--- src/hw/rtl/sdl_pkg.sv ---
// sdl_pkg: constants, codes, state type and command/status structs of the
// spectral delay line mac; no dependencies
package sdl_pkg;

    localparam int BIN_COUNT      = 512;
    localparam int MAX_PARTITIONS = 16;

    localparam int BIN_W      = $clog2(BIN_COUNT);
    localparam int SLOT_W     = $clog2(MAX_PARTITIONS);
    localparam int PCNT_W     = SLOT_W + 1;
    localparam int HIST_DEPTH = MAX_PARTITIONS * BIN_COUNT;
    localparam int ADDR_W     = $clog2(HIST_DEPTH);

    localparam int DATA_W = 24;
    localparam int FRAC_W = 20;
    localparam int PROD_W = 2 * DATA_W;
    // difference of two products, summed over up to MAX_PARTITIONS terms
    localparam int ACC_W  = PROD_W + 1 + SLOT_W;
    localparam int KIND_W = 2;

    localparam logic [KIND_W-1:0] KIND_BIN   = 2'd0;
    localparam logic [KIND_W-1:0] KIND_COEF  = 2'd1;
    localparam logic [KIND_W-1:0] KIND_CLEAR = 2'd2;

    typedef enum logic [2:0] {
        ST_CLEAR,
        ST_IDLE,
        ST_WRITE,
        ST_READ,
        ST_DRAIN,
        ST_FINISH
    } state_t;

    typedef struct packed {
        logic clr_step;   // zero one history word
        logic clr_start;  // clear command accepted: slot and bin to zero
        logic bin_take;   // latch an incoming bin
        logic coef_wr;    // store an incoming coefficient word
        logic hist_wr;    // write latched bin into history, reset mac
        logic rd_issue;   // issue one partition read
        logic out_load;   // load rounded sum into output register
    } cmd_t;

    typedef struct packed {
        logic clr_last;
        logic rd_last;
        logic pipe_busy;
        logic out_free;
    } status_t;

    // register value 0 acts as 1, values above the maximum are clamped
    function automatic logic [PCNT_W-1:0] part_count(input logic [PCNT_W-1:0] raw);
        logic [PCNT_W-1:0] p;
        p = raw;
        if (raw == '0)
        begin
            p = PCNT_W'(1);
        end
        else if (raw > PCNT_W'(MAX_PARTITIONS))
        begin
            p = PCNT_W'(MAX_PARTITIONS);
        end
        return p;
    endfunction

    function automatic logic [ADDR_W-1:0] store_addr(input logic [SLOT_W-1:0] slot,
                                                     input logic [BIN_W-1:0] bin);
        return ADDR_W'(slot) * ADDR_W'(BIN_COUNT) + ADDR_W'(bin);
    endfunction

endpackage

--- src/hw/rtl/sdl_ctrl.sv ---
// sdl_ctrl: sequencing state machine of the spectral delay line mac
// depends on sdl_pkg
module sdl_ctrl (
    input  logic                       clk,
    input  logic                       rst_n,
    input  logic                       item_valid,
    input  logic [sdl_pkg::KIND_W-1:0] item_kind,
    output logic                       item_ready,
    input  sdl_pkg::status_t           status,
    output sdl_pkg::cmd_t              cmd
);

    sdl_pkg::state_t state_reg;
    sdl_pkg::state_t state_next;
    logic            accept;

    assign item_ready = (state_reg == sdl_pkg::ST_IDLE);
    assign accept     = item_valid && item_ready;

    always_ff @(posedge clk or negedge rst_n)
    begin
        if (!rst_n)
        begin
            state_reg <= sdl_pkg::ST_CLEAR;
        end
        else
        begin
            state_reg <= state_next;
        end
    end

    always_comb
    begin
        state_next = state_reg;
        unique case (state_reg)
            sdl_pkg::ST_CLEAR:
            begin
                if (status.clr_last)
                begin
                    state_next = sdl_pkg::ST_IDLE;
                end
            end
            sdl_pkg::ST_IDLE:
            begin
                if (accept && item_kind == sdl_pkg::KIND_BIN)
                begin
                    state_next = sdl_pkg::ST_WRITE;
                end
                else if (accept && item_kind == sdl_pkg::KIND_CLEAR)
                begin
                    state_next = sdl_pkg::ST_CLEAR;
                end
            end
            sdl_pkg::ST_WRITE:
            begin
                state_next = sdl_pkg::ST_READ;
            end
            sdl_pkg::ST_READ:
            begin
                if (status.rd_last)
                begin
                    state_next = sdl_pkg::ST_DRAIN;
                end
            end
            sdl_pkg::ST_DRAIN:
            begin
                if (!status.pipe_busy)
                begin
                    state_next = sdl_pkg::ST_FINISH;
                end
            end
            sdl_pkg::ST_FINISH:
            begin
                if (status.out_free)
                begin
                    state_next = sdl_pkg::ST_IDLE;
                end
            end
            default:
            begin
                state_next = sdl_pkg::ST_IDLE;
            end
        endcase
    end

    always_comb
    begin
        cmd           = '0;
        cmd.bin_take  = accept && item_kind == sdl_pkg::KIND_BIN;
        cmd.coef_wr   = accept && item_kind == sdl_pkg::KIND_COEF;
        cmd.clr_start = accept && item_kind == sdl_pkg::KIND_CLEAR;
        cmd.clr_step  = (state_reg == sdl_pkg::ST_CLEAR);
        cmd.hist_wr   = (state_reg == sdl_pkg::ST_WRITE);
        cmd.rd_issue  = (state_reg == sdl_pkg::ST_READ);
        cmd.out_load  = (state_reg == sdl_pkg::ST_FINISH) && status.out_free;
    end

    property p_clear_runs_to_end;
        @(posedge clk) disable iff (!rst_n)
        (state_reg == sdl_pkg::ST_CLEAR) && !status.clr_last |=>
            (state_reg == sdl_pkg::ST_CLEAR);
    endproperty
    a_clear_runs_to_end : assert property (p_clear_runs_to_end)
        else $error("clearing pass left early");

    property p_bin_starts_write;
        @(posedge clk) disable iff (!rst_n)
        cmd.bin_take |=> (state_reg == sdl_pkg::ST_WRITE);
    endproperty
    a_bin_starts_write : assert property (p_bin_starts_write)
        else $error("accepted bin did not start a history write");

    property p_finish_after_drain;
        @(posedge clk) disable iff (!rst_n)
        $rose(state_reg == sdl_pkg::ST_FINISH) |-> !$past(status.pipe_busy);
    endproperty
    a_finish_after_drain : assert property (p_finish_after_drain)
        else $error("result formed before the mac pipeline drained");

endmodule

--- config.mk ---
export PLATFORM = sky130hd
export DESIGN_NAME = sdl_ctrl
export DESIGN_NICKNAME = d
export VERILOG_FILES = /design/src/hw/rtl/sdl_pkg.sv /design/src/hw/rtl/sdl_ctrl.sv
export SDC_FILE = /design/constraint.sdc
export NUM_CORES = 1
export LEC_CHECK = 0
export BUFFER_PORTS_ARGS = -buffer_cell sky130_fd_sc_hd__buf_2
export CORE_AREA = 5 5 42 44
export DETAILED_ROUTE_END_ITERATION = 8
export DIE_AREA = 0 0 47 49
export HOLD_SLACK_MARGIN = 0.15
export PLACE_DENSITY = 0.36
export SLEW_MARGIN = 25
export SYNTH_ARGS = -nofsm -noshare
export SYNTH_HDL_FRONTEND = slang
export SYNTH_SLANG_ARGS = --single-unit
--- constraint.sdc ---
create_clock -name clk -period 1.35 [get_ports clk]
set_input_delay 0.27 -clock clk [delete_from_list [all_inputs] [get_ports clk]]
set_output_delay 0.27 -clock clk [all_outputs]
set_load 0.03 [all_outputs]
# Yosys cells after proc, flatten, opt, wreduce, memory -nomap -nowiden
# Index checks and enable logic that the tools add are counted.
[word_totals]
reg_bits = 3
latch_bits = 0
ramBits = 0
rom_bits = 0
input_bits = 9
out_inout_bits = 8
elab_cells = 28
n_memories = 0
[op_classes]
add_sub_neg = 0
mul = 0
div_mod_pow = 0
n_lt_le_gt_ge = 0
n_eq_ne = 12
shift = 0
muxes = 7
bitwise_logic = 0
reduce_logical = 8
[op_table]
columns = ["cell", "count"]
rows = [
  ["$mux 3", 6],
  ["$pmux 3 s6", 1],
  ["$ne 2x2->1 const B", 4],
  ["$eq 3x2->1 const B", 2],
  ["$eq 3x3->1 const B", 2],
  ["$logic_and 1x1->1", 5],
  ["$reduce_and 5->1", 1],
  ["$eq 3x1->1 const B", 1],
  ["$logic_not 3->1", 1],
  ["$ne 3x1->1 const B", 1],
  ["$eq 2x1->1 const B", 1],
  ["$eq 2x2->1 const B", 1],
  ["$logic_not 2->1", 1],
]

# Logic depth before layout (Yosys ltp)
[depth]
word_depth = 6
mapped_depth = 3
ltp_nobuf = 3

# Worst setup path after synthesis
# Ideal clock, no wire load.
[synth_timing]
path_kind = "register to output"
from = "register state_reg[2]"
to = "output cmd[3] (netlist bit)"
t_arrival_ns = 1.311
t_required_ns = 1.080
setup_slack_ns = -0.231
path_stages_with_launch = 4
n_path_buf = 0
path_cell_list = "dfrtp_1 > nand2b_4 > nor2_2 > and4_1"
[synth_rtl]
columns = ["item", "line", "rtl"]
rows = [
  ["start: declaration", "sdl_ctrl.sv:13", "sdl_pkg::state_t state_reg;"],
  ["start signal: assignment", "sdl_ctrl.sv:24", "state_reg <= sdl_pkg::ST_CLEAR;"],
  ["start signal: assignment", "sdl_ctrl.sv:28", "state_reg <= state_next;"],
  ["end: declaration", "sdl_ctrl.sv:10", "output sdl_pkg::cmd_t cmd"],
]

==> summary.txt <==
Outcome
  • Status: complete, but fails checks
  • Failing checks: negative setup slack

Logic synthesis
  • Area leader, netlist: dfrtp_1
  • Yosys Warn Count: 0
  • Synth top cells by count: dfrtp_1 (3), and3_1 (2), inv_1 (2), nor2_1 (2), nor3_1 (2)
  • Post-Syn Instances: 23
  • Syn Area/Cell: 9.19 um2
  • Synth top area cells: dfrtp_1 (36%), nand2b_4 (6.5%), and3_1 (5.9%)
  • Dominant synthesized flop cell: dfrtp_1
  • FFs w/ async S/R, synth: 100%
  • Netlist cell types: 17
  • Synth top area share: 35.5%
  • Netlist Area Pre-Place: 211 um2
  • Mapped Nets: 32
  • Register bit total from synthesis: 3
  • Top-count cell post-synth: dfrtp_1
  • Seq/Total Area, Yosys: 35.5%
  • Post-synth EDFFs: 0

Timing
  • Tightest Pin Transition: 270 ps
  • Fin Setup TNS: -483 ps
  • Rel. slew slack: 81.9%
  • Fin crit period: 1480 ps
  • Fin Hold WS: 285 ps
  • Fmax: 678 MHz
  • RSZ-0062 raised after global routing: true
  • Final Cycle Share: 109%
  • Layout Skew: 2.88 ps
  • Final Hold Fails: 0
  • Final worst slack: -126 ps
  • Final Max Tran Viols: 0
  • # setup viols final: 7

GRT
  • Initial antenna violation count: 0
  • First-pass GRT wire length: 1180 um
  • Grt ovf: 0
  • Via count of the first global-routing pass: 295
  • GRT Overall Usage: 7.07%
  • Largest net degree at the start of global routing: 5

Pwr
  • Worst VDD drop: 0.844 mV
  • Lkg Pwr: 0.238 nW
  • PwrDens: 2310 mW/mm2
  • Total Power: 0.00111 W

Setup path
  • Element type at the critical path end: output port
  • CP Launch Type: register
  • Slowest cell delay on critical path: 360 ps
  • Crit path max fanout: 4
  • Worst path required time: 1080 ps
  • CP Class: register to output port
  • Crit path arrival time: 1210 ps
  • R2R depth: 6
  • Slowest cell on crit path: dfrtp_1
  • Worst-path cell chain: nand2b_4 > nor2_4 > and4_4 > buf_6
  • Stages on worst setup path: 4
  • Count of buffer and inverter cells on the critical path: 1
  • CP top delay family: simple AND/OR/NAND/NOR gates

Route
  • Pre-antenna DRT Iters: 2
  • Via count: 287
  • Routed Antenna Nets: 0
  • Initial drt markers: 9
  • # DRC: 0
  • Detailed Route WL: 733 um
  • Drt via density: 4.28
  • Routed wire per std cell: 10.9 um

Place
  • Final GP Congestion: 0.751
  • Port Buf Inserts: 16
  • HPWL Detailed: 558 um
  • Worst slack, placed: 37.1 ps

Min path
  • Hold Path Stages: 2
  • Worst min-delay path category: input pin to register

Die
  • Number of I/O pins: 17
  • Core Box Area: 0.00140 mm2
  • Die width: 47 um
  • Starting density of the core: 15.1%
  • DIE AREA: 0.00230 mm2
  • Die extent in y: 49 um
  • Row count: 14

Finish
  • Share of cells above drive strength 1: 72.5%
  • Nets@finish: 61
  • P&R area growth vs syn: 127%
  • Ant diodes: 0
  • Largest register FFs: 3
  • Post-layout util: 34.2%

Clock network
  • Sinks on Clock Net: 3
  • Max Root-Sink Buffers: 2
  • Clock latency at the later pin of the worst-skew pair: 230 ps
  • Root Driver: clkbuf_4
  • Total CTS buffers: 3
  • Reg clk slew, reported paths: 40 ps
  • # H-tree levels: 1
  • CTS tree: yes

Flow run
  • Maxcap violations: 0
[metrics by stage]
step           std cells  cell area (um2)
4_1_cts               67              463
2_1_floorplan         23              220
5_1_grt               67              479
3_3_place_gp          58              343
3_5_place_dp          58              343
6_report              67              479
[routing by layer]
layer	global-route usage (%)	routed length, um	vias to the layer above
met3	1.48	84	2
met2	9.95	346	12
met1	8.89	286	130
met5	0	0	-
met4	5.53	15	0
li1	-	-	143
[cell type report]
cell class | count | area [um2]
Clock buffer | 4 | 26.3
Fill cell | 160 | 922
Inverter | 2 | 7.51
Multi-Input combinational cell | 18 | 163
Sequential cell | 3 | 76.3
Tap cell | 16 | 20.0
Timing Repair Buffer | 24 | 186
[cells by family (layout without fill, tap and decap cells)]
group                  after synthesis  after routing  synth area share, %
multiplexers                         1              1                 4.73
buffers and inverters                2             30                 3.55
AO/OA/AOI/OAI                        5              5                 19.5
flip-flops                           3              3                 35.5
AND/OR/NAND/NOR                     12             12                 36.7
[final timing paths]
path	slack [ps]	from	end
setup / recovery	-130	state_reg[2]$_DFFE_PN0P_	cmd[3]
hold / removal	290	status[2]	state_reg[1]$_DFFE_PN0P_
setup reg to reg	70	state_reg[2]$_DFFE_PN0P_	state_reg[0]$_DFFE_PN0P_
hold reg to reg	630	state_reg[2]$_DFFE_PN0P_	state_reg[0]$_DFFE_PN0P_
max in group asynchronous	880	rst_n	state_reg[1]$_DFFE_PN0P_
min in group asynchronous	360	rst_n	state_reg[1]$_DFFE_PN0P_
[where the power goes]
part	total (W)	switching, W	internal, W
clock network	0.000156	0.0000449	0.000111
logic	0.000773	0.000400	0.000374
registers	0.000178	0.0000452	0.000133
total	0.00111	0.000490	0.000617
[repair_timing]
item / 4_1_cts / 5_1_grt
gates resized for setup: 17 / 4
setup buffers: 4 / 0
cloned: 0 / 0
pin swaps: 1 / 2
setup endpoints to repair: 8 / 9
hold buffers: 1 / 0
endpoints found under the hold margin: 3 / 0
[cell usage in the layout, fill, tap and decap left out]
cell type      netlist  layout
and3_2               0       2
buf_2                0       9
clkbuf_1             0       1
nor2_1               2       1
a32o_1               1       1
dfrtp_2              0       1
nand2b_4             1       1
and2b_1              1       1
inv_1                2       2
o32a_2               1       1
buf_6                0       7
dfrtp_1              3       2
buf_4                0       7
nor3_4               0       1
clkbuf_4             0       3
and4_4               0       1
nor3_2               0       1
nand2_1              1       1
nor2_4               0       1
mux2i_1              1       1
a311oi_1             1       1
nor3b_2              0       1
nor2_2               1       1
a31oi_1              1       1
a21oi_1              1       1
dlygate4sd3_1        0       1
Note: power is estimated with default switching activity, not from simulation.
